File: src/sv/crc16_frame_receiver_top_assert.svh
// Assertion macros for the CRC-16 frame receiver.
`ifndef CRC16_FRAME_RECEIVER_TOP_ASSERT_SVH
`define CRC16_FRAME_RECEIVER_TOP_ASSERT_SVH

`ifndef SYNTHESIS
`define CRCFR_ASSERT(lbl, prop) \
  lbl: assert property (@(posedge clk) disable iff (!rst_n) prop) \
    else $error("crcfr assertion failed");
`define CRCFR_ASSERT_ALWAYS(lbl, prop) \
  lbl: assert property (@(posedge clk) prop) \
    else $error("crcfr assertion failed");
`else
`define CRCFR_ASSERT(lbl, prop)
`define CRCFR_ASSERT_ALWAYS(lbl, prop)
`endif

`endif

File: src/sv/crcfr_pkg.sv
// Types, constants and the byte-wise CRC-16 update for the frame receiver.
package crcfr_pkg;

  localparam logic [7:0]  SYNC_FIRST  = 8'hA5;
  localparam logic [7:0]  SYNC_SECOND = 8'h5A;
  localparam logic [7:0]  TAIL_BYTE   = 8'hFF;
  localparam logic [15:0] CRC_POLY    = 16'h8005;
  localparam logic [15:0] CRC_INIT    = 16'hFFFF;
  localparam int          OUT_TDATA_W = 32;

  typedef enum logic [1:0] {
    ST_GOOD     = 2'd0,
    ST_CRC_ERR  = 2'd1,
    ST_BAD_TAIL = 2'd2
  } status_t;

  typedef enum logic {
    KIND_PAYLOAD = 1'b0,
    KIND_REPORT  = 1'b1
  } kind_t;

  typedef struct packed {
    logic       valid;
    kind_t      kind;
    logic [7:0] payload;
    logic [7:0] command;
    logic [7:0] frame_length;
    status_t    status;
  } result_t;

  // MSB-first CRC-16, poly 0x8005, one byte
  function automatic logic [15:0] crc_feed(input logic [15:0] crc, input logic [7:0] b);
    logic [15:0] c;
    c = crc ^ {b, 8'h00};
    for (int k = 0; k < 8; k++) begin
      if (c[15]) begin
        c = {c[14:0], 1'b0} ^ CRC_POLY;
      end else begin
        c = {c[14:0], 1'b0};
      end
    end
    return c;
  endfunction

endpackage

File: src/sv/crcfr_parser.sv
// Frame parser: sync hunt, header capture, running CRC and end-of-frame check.
module crcfr_parser
  import crcfr_pkg::*;
(
  input  logic       clk,
  input  logic       rst_n,
  input  logic       step_en,
  input  logic [7:0] byte_in,
  output result_t    result
);

  typedef enum logic [2:0] {
    PH_HUNT, PH_SYNC2, PH_LEN, PH_CMD, PH_PAYLOAD, PH_CRC_HI, PH_CRC_LO, PH_TAIL
  } phase_t;

  phase_t      phase_r, phase_nxt;
  logic [7:0]  length_r, length_nxt;
  logic [7:0]  left_r, left_nxt;
  logic [7:0]  command_r, command_nxt;
  logic [15:0] crc_r, crc_nxt;
  logic [7:0]  crc_hi_r, crc_hi_nxt;
  logic [15:0] crc_upd;
  logic [7:0]  left_dec;

  assign crc_upd  = crc_feed((phase_r == PH_HUNT) ? CRC_INIT : crc_r, byte_in);
  assign left_dec = left_r - 8'd1;

  always_comb begin
    phase_nxt   = phase_r;
    length_nxt  = length_r;
    left_nxt    = left_r;
    command_nxt = command_r;
    crc_nxt     = crc_r;
    crc_hi_nxt  = crc_hi_r;
    result      = '{valid: 1'b0, kind: KIND_PAYLOAD, payload: 8'h00,
                    command: command_r, frame_length: length_r, status: ST_GOOD};
    unique case (phase_r)
      PH_HUNT: begin
        if (byte_in == SYNC_FIRST) begin
          crc_nxt   = crc_upd;
          phase_nxt = PH_SYNC2;
        end
      end
      PH_SYNC2: begin
        if (byte_in == SYNC_SECOND) begin
          crc_nxt   = crc_upd;
          phase_nxt = PH_LEN;
        end else begin
          phase_nxt = PH_HUNT;
        end
      end
      PH_LEN: begin
        crc_nxt    = crc_upd;
        length_nxt = byte_in;
        phase_nxt  = PH_CMD;
      end
      PH_CMD: begin
        crc_nxt     = crc_upd;
        command_nxt = byte_in;
        left_nxt    = length_r;
        phase_nxt   = (length_r == 8'd0) ? PH_CRC_HI : PH_PAYLOAD;
      end
      PH_PAYLOAD: begin
        crc_nxt        = crc_upd;
        left_nxt       = left_dec;
        if (left_dec == 8'd0) begin
          phase_nxt = PH_CRC_HI;
        end
        result.valid   = 1'b1;
        result.payload = byte_in;
      end
      PH_CRC_HI: begin
        crc_hi_nxt = byte_in;
        phase_nxt  = PH_CRC_LO;
      end
      PH_CRC_LO: begin
        if ({crc_hi_r, byte_in} == crc_r) begin
          phase_nxt = PH_TAIL;
        end else begin
          phase_nxt     = PH_HUNT;
          result.valid  = 1'b1;
          result.kind   = KIND_REPORT;
          result.status = ST_CRC_ERR;
        end
      end
      PH_TAIL: begin
        phase_nxt     = PH_HUNT;
        result.valid  = 1'b1;
        result.kind   = KIND_REPORT;
        result.status = (byte_in == TAIL_BYTE) ? ST_GOOD : ST_BAD_TAIL;
      end
      default: phase_nxt = PH_HUNT;
    endcase
  end

  always_ff @(posedge clk) begin
    if (!rst_n) begin
      phase_r   <= PH_HUNT;
      length_r  <= 8'h00;
      left_r    <= 8'h00;
      command_r <= 8'h00;
      crc_r     <= CRC_INIT;
      crc_hi_r  <= 8'h00;
    end else if (step_en) begin
      phase_r   <= phase_nxt;
      length_r  <= length_nxt;
      left_r    <= left_nxt;
      command_r <= command_nxt;
      crc_r     <= crc_nxt;
      crc_hi_r  <= crc_hi_nxt;
    end
  end

endmodule

File: src/sv/crc16_frame_receiver_top.sv
// Framed-packet receiver: A5 5A length command payload crc_hi crc_lo FF, CRC-16/CMS check.
// Takes one received byte per clock cycle while the output side is not stalled. An input
// transaction is registered, and once the output side can accept, the parser and its byte-wise
// CRC-16 update (eight polynomial steps unrolled into combinational logic) load the output
// register, so a result is offered from the output register behind the input register.
// Payload bytes come out as they arrive (tuser 0); the end of each frame gives one report
// (tuser 1) with status good, CRC mismatch (at the low CRC byte) or bad tail byte.
// Bytes outside a frame produce nothing. Stalls on the output side back up into the input.
`include "crc16_frame_receiver_top_assert.svh"

module crc16_frame_receiver_top
  import crcfr_pkg::*;
(
  input  logic                   clk,
  input  logic                   rst_n,
  input  logic                   in_tvalid,
  output logic                   in_tready,
  input  logic [7:0]             in_tdata,   // [7:0] rx_byte
  output logic                   out_tvalid,
  input  logic                   out_tready,
  output logic [OUT_TDATA_W-1:0] out_tdata,  // [7:0] payload_byte, [15:8] command,
                                             // [23:16] frame_length, [25:24] status
  output logic [0:0]             out_tuser   // [0] kind
);

  logic       in_valid_r;
  logic [7:0] in_byte_r;
  logic       stage_go;
  logic       step_en;
  result_t    res;
  logic       out_valid_r;
  logic [OUT_TDATA_W-1:0] out_data_r;
  logic [0:0] out_kind_r;

  assign stage_go  = !out_valid_r || out_tready;
  assign in_tready = !in_valid_r || stage_go;
  assign step_en   = in_valid_r && stage_go;

  crcfr_parser u_parser (
    .clk     (clk),
    .rst_n   (rst_n),
    .step_en (step_en),
    .byte_in (in_byte_r),
    .result  (res)
  );

  always_ff @(posedge clk) begin
    if (!rst_n) begin
      in_valid_r  <= 1'b0;
      out_valid_r <= 1'b0;
    end else begin
      if (in_tready) begin
        in_valid_r <= in_tvalid;
      end
      if (stage_go) begin
        out_valid_r <= step_en && res.valid;
      end
    end
  end

  always_ff @(posedge clk) begin
    if (in_tready) begin
      in_byte_r <= in_tdata;
    end
    if (stage_go) begin
      out_data_r <= {6'd0, res.status, res.frame_length, res.command, res.payload};
      out_kind_r <= res.kind;
    end
  end

  assign out_tvalid = out_valid_r;
  assign out_tdata  = out_data_r;
  assign out_tuser  = out_kind_r;

  `CRCFR_ASSERT(a_in_held, in_valid_r && !stage_go |=> in_valid_r && $stable(in_byte_r))
  `CRCFR_ASSERT(a_payload_status, out_tvalid && out_tuser == 1'b0 |-> out_tdata[25:24] == 2'd0)
  `CRCFR_ASSERT(a_report_no_byte, out_tvalid && out_tuser == 1'b1 |-> out_tdata[7:0] == 8'h00)
  `CRCFR_ASSERT(a_status_code, out_tvalid |-> out_tdata[25:24] != 2'd3)
  `CRCFR_ASSERT_ALWAYS(a_reset_idle, !rst_n |=> !out_tvalid && !in_valid_r)

endmodule
File: config.mk
export PLATFORM = sky130hd
export DESIGN_NAME = crc16_frame_receiver_top
export DESIGN_NICKNAME = d
export VERILOG_FILES = /design/src/sv/crcfr_pkg.sv /design/src/sv/crcfr_parser.sv /design/src/sv/crc16_frame_receiver_top.sv
export VERILOG_INCLUDE_DIRS = /design/src /design/src/sv
export SDC_FILE = /design/constraint.sdc
export NUM_CORES = 1
export LEC_CHECK = 0
export ABC_AREA = 1
export BUFFER_PORTS_ARGS = -buffer_cell sky130_fd_sc_hd__clkbuf_2
export CORE_MARGIN = 5
export CORE_UTILIZATION = 46
export DETAILED_ROUTE_END_ITERATION = 10
export HOLD_SLACK_MARGIN = 0.05
export MAX_ROUTING_LAYER = met4
export PLACE_DENSITY = 0.68
export SYNTH_ARGS = -nofsm -noshare
export SYNTH_HDL_FRONTEND = slang
export SYNTH_SLANG_ARGS = --single-unit
File: constraint.sdc
create_clock -name clk -period 2.3 [get_ports clk]
set_clock_uncertainty 0.05 [all_clocks]
set_input_delay 0.46 -clock clk [delete_from_list [all_inputs] [get_ports clk]]
set_output_delay 0.46 -clock clk [all_outputs]
set_load 0.02 [all_outputs]
Word level (Yosys, flattened, before mapping)
Index checks and enable logic that the tools add are counted.
Widths: inputs -> output; s select.
{"block": "classes", "muxes": 25, "n_eq_ne": 14, "bitwise": 9, "reduce_logical": 19, "addsub": 1}
{"op": "$mux 16", "n": 11}
{"op": "$pmux 16 s3", "n": 1}
{"op": "$not 3->3", "n": 8}
{"op": "$pmux 3 s8", "n": 1}
{"op": "$eq 16x16->1", "n": 1}
{"op": "$eq 8x8->1 const B", "n": 2}
{"op": "$logic_not 8->1", "n": 2}
{"op": "$pmux 8 s2", "n": 1}
{"op": "$xor 16x16->16", "n": 1}
{"op": "$eq 3x3->1 const B", "n": 4}
{"op": "$mux 3", "n": 3}
{"op": "$eq 8x7->1 const B", "n": 1}
{"op": "$reduce_and 2->1", "n": 4}
{"op": "$sub 8x1->8 const B", "n": 1}
{"op": "$eq 3x2->1 const B", "n": 2}
{"op": "$mux 2", "n": 3}
{"op": "$ne 2x1->1 const B", "n": 2}
{"op": "$pmux 1 s2", "n": 2}
{"op": "$pmux 2 s2", "n": 1}
{"op": "$reduce_and 4->1", "n": 1}
{"op": "$eq 3x1->1 const B", "n": 1}
{"op": "$logic_not 3->1", "n": 1}
{"op": "$reduce_and 3->1", "n": 1}
{"op": "$reduce_bool 3->1", "n": 1}
{"op": "8 further kinds", "n": 12}
{"block": "word_totals", "ff_bits": 88, "inputBits": 12, "wordCells": 80, "out_inout_bits": 35}

Longest topological paths before layout
Gate-level depths: netlist of the first run.
{"block": "depth", "depth_word": 21, "ltp_mapped": 16, "ltp_nobuf": 16}

By module
A second synthesis of the first run with hierarchy kept.
{"block": "unflattened", "cells_unflattened": 500, "hier_area_um2": 4164.0}
{"mod": "crcfr_parser", "area_per_inst_um2": 2974.1, "n_inst": 1, "seq_area_each_um2": 1021.0, "cells_each": 447}
{"mod": "crc16_frame_receiver_top", "area_per_inst_um2": 1189.9, "n_inst": 1, "seq_area_each_um2": 1091.0, "cells_each": 53}

Least setup slack after synthesis of the first run
No wires, ideal clock.
{"block": "synth_timing", "kind": "input to register", "from": "in out_tready", "to": "reg u_parser.crc_hi_r[5]", "t_arrival_ps": 2197, "setup_ps": 70, "slack_ps": -17, "required_ps": 2180, "cell_stages": 7, "path_buffers": 1, "path_cell_list": "inv_1 -> nand2_1 -> nand2_1 -> nor2_1 -> clkbuf_1 -> o21ai_0 -> a21oi_1"}
{"block": "synth_via", "elab_chain_cells": 3}
{"element": "start, declared", "line_no": "crc16_frame_receiver_top.sv:20", "source": "input logic out_tready,"}
{"element": "$logic_or 1x1->1", "line_no": "crc16_frame_receiver_top.sv:35", "source": "assign stage_go = !out_valid_r || out_tready;"}
{"element": "$logic_and 1x1->1", "line_no": "crc16_frame_receiver_top.sv:37", "source": "assign step_en = in_valid_r && stage_go;"}
{"element": "$reduce_and 2->1 (no source line)"}
{"element": "end signal, assigned", "line_no": "crcfr_parser.sv:110", "source": "crc_hi_r <= crc_hi_nxt;"}
{"element": "end, declared", "line_no": "crcfr_parser.sv:21", "source": "logic [7:0] crc_hi_r, crc_hi_nxt;"}
Every way passes these cells.
A chain may end at the register's enable or synchronous reset.

Worst setup path after layout of the first run
{"block": "layout_timing", "from": "reg in_byte_r[6]", "to": "reg u_parser.crc_r[1]"}
{"block": "layout_via", "elab_chain_cells": 12, "elab_cells_between_ends": 18, "classes_between": "eq/ne: 4; mux: 11; bitwise: 2; reduce/logical: 1"}
{"element": "start, declared", "line_no": "crc16_frame_receiver_top.sv:27", "source": "logic [7:0] in_byte_r;"}
{"element": "start signal, assigned", "line_no": "crc16_frame_receiver_top.sv:63", "source": "in_byte_r <= in_tdata;"}
{"element": "$xor 16x16->16", "line_no": "crcfr_pkg.sv:34", "source": "c = crc ^ {b, 8'h00};"}
{"element": "$not 3->3 (no source line)"}
{"element": "$mux 16 (8 in a row)", "line_no": "crcfr_pkg.sv:36", "source": "if (c[15]) begin"}
{"element": "$mux 16, on equally long branches", "line_no": "crcfr_parser.sv:45, crcfr_parser.sv:39"}
{"element": "$pmux 16 s3", "line_no": "crcfr_parser.sv:37", "source": "unique case (phase_r)"}
{"element": "end signal, assigned", "line_no": "crcfr_parser.sv:109", "source": "crc_r <= crc_nxt;"}
{"element": "end, declared", "line_no": "crcfr_parser.sv:20", "source": "logic [15:0] crc_r, crc_nxt;"}
Several ways; a longest one is shown, not always the timed one. The select of a mux whose other input is x is not followed.

==> metrics.txt, run 1 <==
Seq cells post-synth=88; DRT antenna net count=0; FP Rows=34; Hold Path Class=in -> reg; # IOs=47; Worst Slack Setup Final=around 0.19 ns; Max-Cap Viols=0; Total GRT Usage=0.1733; Syn Std Cell Area=4119 um^2; H-tree levels=3; clock transition at the registers of the reported paths=~0.090 ns; Yosys top cell area share=0.2576; Setup TNS=0 ns; share of cells above drive strength 1=0.2019; dpl cell area=4468 um^2; leakage dissipation=0.002100 uW; CTS tree=done; Slew Limit Fails=0; floorplan die width=roughly 100 um; Worst EP arrival=between 2 and 2.5 ns; clk buf depth=2; wl on met1=4458 um; cell count after synthesis=468; DP Wirelength=6654 um; Port Buffers=40; Seq/Total Area, Yosys=0.5128; met2 routed WL=approximately 4100 um; TritonCTS Sinks=88; YS warnings=0; Final Hold Viols=0; Area growth syn-to-layout=13.67%; Detailed Routing Iterations Pass 1=4; Total Wirelength=9063 um; cts bufs inserted=9; final hold slack=~0.24 ns; Rel. slew slack=0.6405; Max Used Layer=met4; Placer Congestion=0.9175; Design Area, Final=approximately 4700 um^2; Worst R2R Setup Slack=approximately 0.19 ns; f_max=473.5 MHz; Setup Buffers After CTS=0; PD cells=roughly 620 nW/um^2; first-pass GRT wire length=15,090 um; final setup vio count=0; ant diodes=0; clk_lat worst skew=0.35 ns; largest net degree at the start of global routing=41; fin nets=534; total die area=10,950 um^2; fillers=805; Setup crit start kind=flip-flop; Initial Util=0.4723; core area=8721 um^2; remaining routing DRC violations=0; status=complete, no violations; Critical Path Sink Type=flip-flop; Final period util=0.9182; vias per cell=between 5 and 6; Period minus WS final=2.112 ns; initial antenna violation count=0; root buf cell=clkbuf_8; area leader, netlist=dfxtp_1; Crit Path Class=reg -> reg; Die H=roughly 100 um; Avg Inst Size Synth=8.801 um^2; Worst Path Required=2.51 ns; GRT overflow=0; unrepaired setup endpoints after global routing=false; DRT iter0 DRCs=roughly 180; Netlist cell types=37; peak supply drop=0.0003933 V; vias in the first global route=3,028; synth top area cells=dfxtp_1 (26%), edfxtp_1 (26%), nand2_1 (6.7%), a21oi_1 (5.6%), o21ai_0 (5.3%); Routed wire per std cell=approximately 14 um; worst slack after detailed placement=0.09890 ns; largest fanout on the critical path=9; vias post-DR=3,271; met3 routed WL=between 400 and 500 um; worst slew pin tran=0.5387 ns
==> placed cells by master (no fill, tap or decap), types with 3 or more instances in the layout <==
cell type  instances
nand2_1           72
dfxtp_1           53
a21oi_1           46
inv_1             43
o21ai_0           43
clkbuf_2          40
nor2_1            35
edfxtp_1          35
nand3_1           27
buf_4             15
xnor2_1           11
nand2_2           11
xor2_1            10
clkbuf_8           9
inv_2              7
o211ai_1           7
conb_1             6
nor4_1             5
nand3_2            5
nor2_4             4
nor3_1             4
nand4_1            4
o21ai_1            4
nand2_4            3
a221oi_1           3
a211oi_1           3
clkinv_4           3
==> power by group <==
part	switching [uW]	internal (uW)	total (uW)
Clock	576	514	1090
Combinational	106	50.3	157
Sequential	14.4	1620	1630
==> cell families after synthesis <==
group / share of synthesized area
XOR/XNOR: 0.05923
AO/OA/AOI/OAI: 0.1431
AND/OR/NAND/NOR: 0.2032
other: 0.0009104
buffers and inverters: 0.07473
flip-flops: 0.5128
adder cells (fa/ha/maj): 0.006074
==> metrics by stage <==
| step | cells | utilization | power, uW |
|---|---|---|---|
| after floorplan | 473 | - | 1782 |
| after global placement | 617 | 0.5123 | 1823 |
| after detailed placement | 617 | 0.5123 | 1824 |
| after CTS | 633 | 0.5356 | 2904 |
| after global routing | 633 | 0.5369 | 2994 |
| final | 633 | 0.5369 | 2880 |
==> repair_timing <==
action | in CTS | in global routing
endpoints found under the setup margin | 0 | 18
gates resized for setup | 0 | 3
hold buffers | 0 | 0
==> critical path: stages (launching register included) <==
cell      delay [ns]
edfxtp_1        0.49
inv_1           0.24
nor4_1          0.40
nand2_1         0.14
nand4_1         0.13
nand2_2         0.08
nor2_4          0.11
buf_4           0.18
nand3_1         0.10
o211ai_1        0.10
==> synthesized netlist by cell type (all sizes together) <==
cell type,number
a211oi,3
a21oi,46
a221oi,3
a31oi,1
buf,12
clkbuf,7
conb,1
dfxtp,53
edfxtp,35
ha,2
inv,50
nand2,86
nand3,32
nand3b,2
nand4,4
nor2,39
nor3,4
nor4,6
o211ai,7
o21ai,47
o221ai,1
o31ai,1
or2,1
or3,1
xnor2,11
xor2,13
==> flip-flops by register name, summed over array words and instances (netlist names) <==
name and flops:
out_tdata 26, u_parser.crc_hi_r 8, u_parser.left_r 8, u_parser.length_r 8, u_parser.crc_r 16, u_parser.phase_r 3, out_tvalid 1, out_tuser 1
in_byte_r 8, in_valid_r 1, u_parser.command_r 8
==> area by class of cell <==
type | instances | area [um^2] | area share
clock buffers | 9 | 123.9 | 0.02646
repair buffers | 55 | 312.8 | 0.06681
well taps | 108 | 135.1 | 0.02886
clock inverters | 7 | 78.83 | 0.01684
flip-flops and latches | 88 | 2112 | 0.4511
multi-input cells | 316 | 1732 | 0.3699
inverters | 50 | 187.7 | 0.04009
==> layer usage <==
metal | up-vias | GRT usage
met4 | 0 | 0.03927
met1 | 1511 | 0.2441
li1 | 1672 | -
met5 | - | -
met3 | 4 | 0.03637
met2 | 84 | 0.2584
==> worst paths after layout <==
check                              from                end  depth (start not counted)
setup reg to reg           in_byte_r[6]  u_parser.crc_r[1]                          9
setup / recovery           in_byte_r[6]  u_parser.crc_r[1]                          9
hold / removal              in_tdata[0]       in_byte_r[0]                          1
hold reg to reg   u_parser.command_r[2]      out_tdata[10]                          0
Note: power is estimated with default switching activity, not from simulation.
==> inputs of run 2 (changes only) <==
- REMOVE_ABC_BUFFERS: unset -> 1
==> run 2 against run 1 <==
Combinational power hardly changed. Hold slack got worse by 0.0098 ns. Clock-buffer cell count unchanged. Sequential power about the same. Register-to-register slack lost 0.02 ns. Worst setup slack worse by 0.019 ns. Final cell count decreased by 0.16%. Via count up 1.7%. Non-clock buffer count is 1 lower. Critical path depth unchanged. First-iteration DRC count down 6.6%. Sequential cell count unchanged. Highest routed layer unchanged.
==> metrics.txt, run 2 (synthesis results as in run 1) <==
H-tree levels=3; Detailed Routing Iterations Pass 1=4; commonest non-fill, non-tap cell in the layout=nand2_1; cells along the critical path=inv_1 -> nor4_2 -> nand2_1 -> nand4_1 -> nand2_2 -> nor2_4 -> buf_4 -> o21ai_0 -> nand3_1; vias in the first global route=a little over 3,000; most frequent cells in the layout=nand2_1 (73), dfxtp_1 (53), a21oi_1 (46), o21ai_0 (44), inv_1 (43); peak supply drop=0.0004139 V; P_int=2292 uW; Setup crit start kind=flip-flop; Finished Core Util=0.5387; DP Wirelength=6778 um; Slew Limit Fails=0; Critical Path Sink Type=flip-flop; max FFs per register=26; met3 Usage GRT=0.04624; # IOs=47; Rel. slew slack=0.6269; GRT overflow=0; Worst path top cell family by delay=simple AND/OR/NAND/NOR gates; vias per cell=5.264; Final Hold Viols=0; Port Buffers=40; Crit Path Class=reg -> reg; Psw=704.1 uW; FP Rows=34; leakage dissipation=0.002099 uW; GR peak layer=met2; Total GRT Usage=0.1770; f_max=approximately 470 MHz; combinational power share=0.053; Routed wire per std cell=around 15 um; Worst EP arrival=2.37 ns; cts bufs inserted=9; DRT iter0 DRCs=170; GR Util met1=0.2382; Worst Path Buf+Inv=2; DRT antenna net count=0; worst slew pin tran=around 0.56 ns; clock transition at the registers of the reported paths=0.09 ns; Max-Cap Viols=0; Initial Util=0.4723; Hold Path Class=in -> reg; root buf cell=clkbuf_8; Clock Power Share=0.402; Final period util=0.9263; remaining routing DRC violations=0; Switching Share=0.2350; Period minus WS final=2.130 ns; fin nets=533; Setup Buffers After CTS=0; CP max stage cell=edfxtp_1; met2 GRT Util=0.2674; initial antenna violation count=0; Setup TNS=0 ns; unrepaired setup endpoints after global routing=false; CTS tree=done; largest fanout on the critical path=9; ant diodes=0; Die H=104.6 um; total power=2996 uW; status=complete, no violations; vias post-DR=3,327; clk_lat worst skew=0.35 ns; total die area=10,950 um^2; Worst Path Required=around 2.5 ns; Area growth syn-to-layout=14.06%; PD cells=637.7 nW/um^2; share of cells above drive strength 1=0.2004; final setup vio count=0; first-pass GRT wire length=15,370 um; TritonCTS Sinks=between 80 and 90; largest net degree at the start of global routing=41; Placer Congestion=~0.95; delay of the slowest critical-path stage=0.51 ns; Post-CTS Hold Buffers=0; Total Wirelength=9344 um; sequential cell fraction of total power=0.545; clk buf depth=2; core area=8721 um^2; floorplan die width=around 100 um
[run 2: worst reg2reg max path: stages, from the launching register on]
cell	delay, ns
edfxtp_1	0.51
inv_1	0.25
nor4_2	0.34
nand2_1	0.14
nand4_1	0.11
nand2_2	0.07
nor2_4	0.14
buf_4	0.19
o21ai_0	0.16
nand3_1	0.11
[run 2: what timing repair did]
action	in CTS	in global routing
endpoints found under the hold margin	0	0
setup endpoints to repair	0	4
resized for setup	0	3
[run 2: path summary, 6_finish.rpt]
path | startpoint | end | slack [ns] | cells after the start
min | in_tdata[4] | in_byte_r[4] | 0.23 | 1
max reg2reg | in_byte_r[4] | u_parser.crc_r[6] | 0.17 | 9
max | in_byte_r[4] | u_parser.crc_r[6] | 0.17 | 9
min reg2reg | u_parser.command_r[1] | out_tdata[9] | 0.39 | 0
[run 2: power groups by stage]
stage,logic (uW),registers [uW],clock network (uW)
floorplan,101,1670,0
global placement,154,1670,0
detailed placement,155,1670,0
CTS,157,1630,1220
global route,176,1630,1300
finish,160,1630,1200
[run 2: through the flow]
stage          setup slack (ns)  hold WS (ns)  cells  instance area (um^2)
4_1_cts                  0.1173        0.2239    632                  4683
5_1_grt                 0.05122        0.2090    632                  4698
2_1_floorplan          -0.02982        0.3530    454                  4018
6_report                 0.1695        0.2335    632                  4698
3_3_place_gp             0.1730        0.3598    616                  4458
3_5_place_dp             0.1384        0.3621    616                  4458
[run 2: area by class of cell]
cell class | count | area, um^2
fill | 786 | 4023
inverter | 50 | 187.7
sequential | 88 | 2112
multi-input combinational | 316 | 1733
timing repair buffer | 54 | 305.3
clock buffer | 9 | 123.9
clock inverter | 7 | 101.3
tap | 108 | 135.1
[run 2: routing by layer]
metal | wire length, um | share of wire
met5 | 0 | 0
met4 | 140 | 0.015
met3 | 682 | 0.073
met2 | 4147 | 0.44
met1 | 4374 | 0.47
==> inputs of run 3 (changes only) <==
- CELL_PAD_IN_SITES_DETAIL_PLACEMENT: unset -> 0
- CELL_PAD_IN_SITES_GLOBAL_PLACEMENT: unset -> 1
- PLACE_DENSITY: 0.68 -> unset
- PLACE_DENSITY_LB_ADDON: unset -> 0.1
- clock period: 2.3 -> 2.59 ns (I/O delays scaled with it)
==> run 3 against run 2 <==
Critical path depth increased by 2. Power decreased by 14%. Core utilization decreased by 0.79 points. Critical endpoint is now u_parser.crc_r[1]. Largest power group unchanged. Highest routed layer unchanged.
==> metrics.txt, run 3 (synthesis results as in run 1) <==
vias per cell=5.220; Final Hold Viols=0; Worst EP arrival=2.55 ns; status=complete, no violations; vias in the first global route=3,110; Setup TNS=0 ns; cells along the critical path=inv_1 -> nor4_1 -> nand2_1 -> nand2_1 -> nand3_1 -> inv_2 -> nand2_2 -> nor2_4 -> buf_4 -> nand3_1 -> o211ai_1; total die area=10,950 um^2; Slew Limit Fails=0; final setup vio count=0; floorplan die width=104.6 um; Worst Path Buf+Inv=3; Critical Path Sink Type=flip-flop; largest fanout on the critical path=23; clk_lat worst skew=0.35 ns; Placer Congestion=0.8618; Crit Path Class=reg -> reg; f_max=430.2 MHz; Worst path top cell family by delay=simple AND/OR/NAND/NOR gates; peak supply drop=0.0003361 V; Port Buffers=40; fin nets=529; clock transition at the registers of the reported paths=0.09 ns; total power=2566 uW; ant diodes=0; first-pass GRT wire length=15,370 um; unrepaired setup endpoints after global routing=false; PD cells=554.3 nW/um^2; share of cells above drive strength 1=0.1865; dpl cells=612; Routed wire per std cell=15.05 um; cts bufs inserted=9; FP Rows=34; Detailed Routing Iterations Pass 1=4; Setup crit start kind=flip-flop; Post-CTS Hold Buffers=0; Area growth syn-to-layout=12.39%; Rel. slew slack=0.6585; Total Wirelength=9451 um; CTS tree=done; TritonCTS Sinks=approximately 90; initial antenna violation count=0; CP max stage cell=nor4_1; GRT overflow=0; Worst R2R Setup Slack=0.27 ns; worst slew pin tran=slightly above 0.5 ns; Max-Cap Viols=0; Period minus WS final=2.324 ns; H-tree levels=3; Setup Buffers After CTS=0; commonest non-fill, non-tap cell in the layout=nand2_1; Hold Path Class=in -> reg; clk buf depth=2; DP Wirelength=6827 um; Non-Filler Instances=628; most frequent cells in the layout=nand2_1 (73), dfxtp_1 (53), a21oi_1 (46), o21ai_0 (44), inv_1 (43); Initial Util=0.4723; Die H=104.6 um; core area=roughly 8700 um^2; largest net degree at the start of global routing=about 40; Final period util=0.8975; Total GRT Usage=0.1795; DRT iter0 DRCs=134; max FFs per register=26; root buf cell=clkbuf_8; Worst Path Required=2.82 ns; # IOs=47; delay of the slowest critical-path stage=0.48 ns; DRT antenna net count=0; leakage dissipation=0.002072 uW; final hold slack=0.2866 ns; Resize count post-CTS=0; remaining routing DRC violations=0; vias post-DR=3,278
run 3: changes by cell type in the layout (fill, tap and decap cells not counted), sizes merged:
cell and change:
buf -4, clkinv +3, clkinvlp -2, bufinv -1
run 3: worst paths after layout:
path,startpoint,end,depth (start not counted)
hold / removal,in_tdata[7],in_byte_r[7],1
hold reg to reg,u_parser.command_r[4],out_tdata[12],0
setup reg to reg,in_byte_r[5],u_parser.crc_r[1],11
setup / recovery,in_byte_r[5],u_parser.crc_r[1],11
run 3: layout make-up:
cell class	instances	area, um^2
flip-flops and latches	88	2112
multi-input cells	316	1718
repair buffers	50	275.3
inverters	50	187.7
clock buffers	9	123.9
fillers	831	4091
well taps	108	135.1
clock inverters	7	77.57
run 3: routing by layer:
metal  GRT usage  up-vias  part of all wire
met1      0.2413     1521              0.48
li1            -     1661                 -
met2      0.2710       83              0.45
met3     0.04254       13             0.051
met5           -        -                 0
met4     0.05388        0             0.015
run 3: stage by stage:
| step | utilization | setup slack [ns] | area (um^2) |
|---|---|---|---|
| 2_1_floorplan | - | 0.2022 | 4018 |
| 3_3_place_gp | 0.5077 | 0.2543 | 4428 |
| 3_5_place_dp | 0.5077 | 0.3236 | 4428 |
| 4_1_cts | 0.5308 | 0.2945 | 4629 |
| 5_1_grt | 0.5308 | 0.1214 | 4629 |
| 6_report | 0.5308 | 0.2655 | 4629 |
run 3: worst reg2reg max path: cells and delay by family, from the launching register on:
| family | cells | cell delay [ns] |
|---|---|---|
| AND/OR/NAND/NOR | 7 | 1.05 |
| buffers and inverters | 3 | 0.57 |
| AO/OA/AOI/OAI | 1 | 0.11 |
| flip-flops | 1 | 0.46 |
run 3: power by group:
| group | total [uW] | switching, uW | leakage [uW] | internal [uW] |
|---|---|---|---|---|
| registers | 1450 | 12.5 | 0.000846 | 1440 |
| clock network | 977 | 520 | 0.000102 | 457 |
| logic | 138 | 96.3 | 0.00112 | 42.2 |
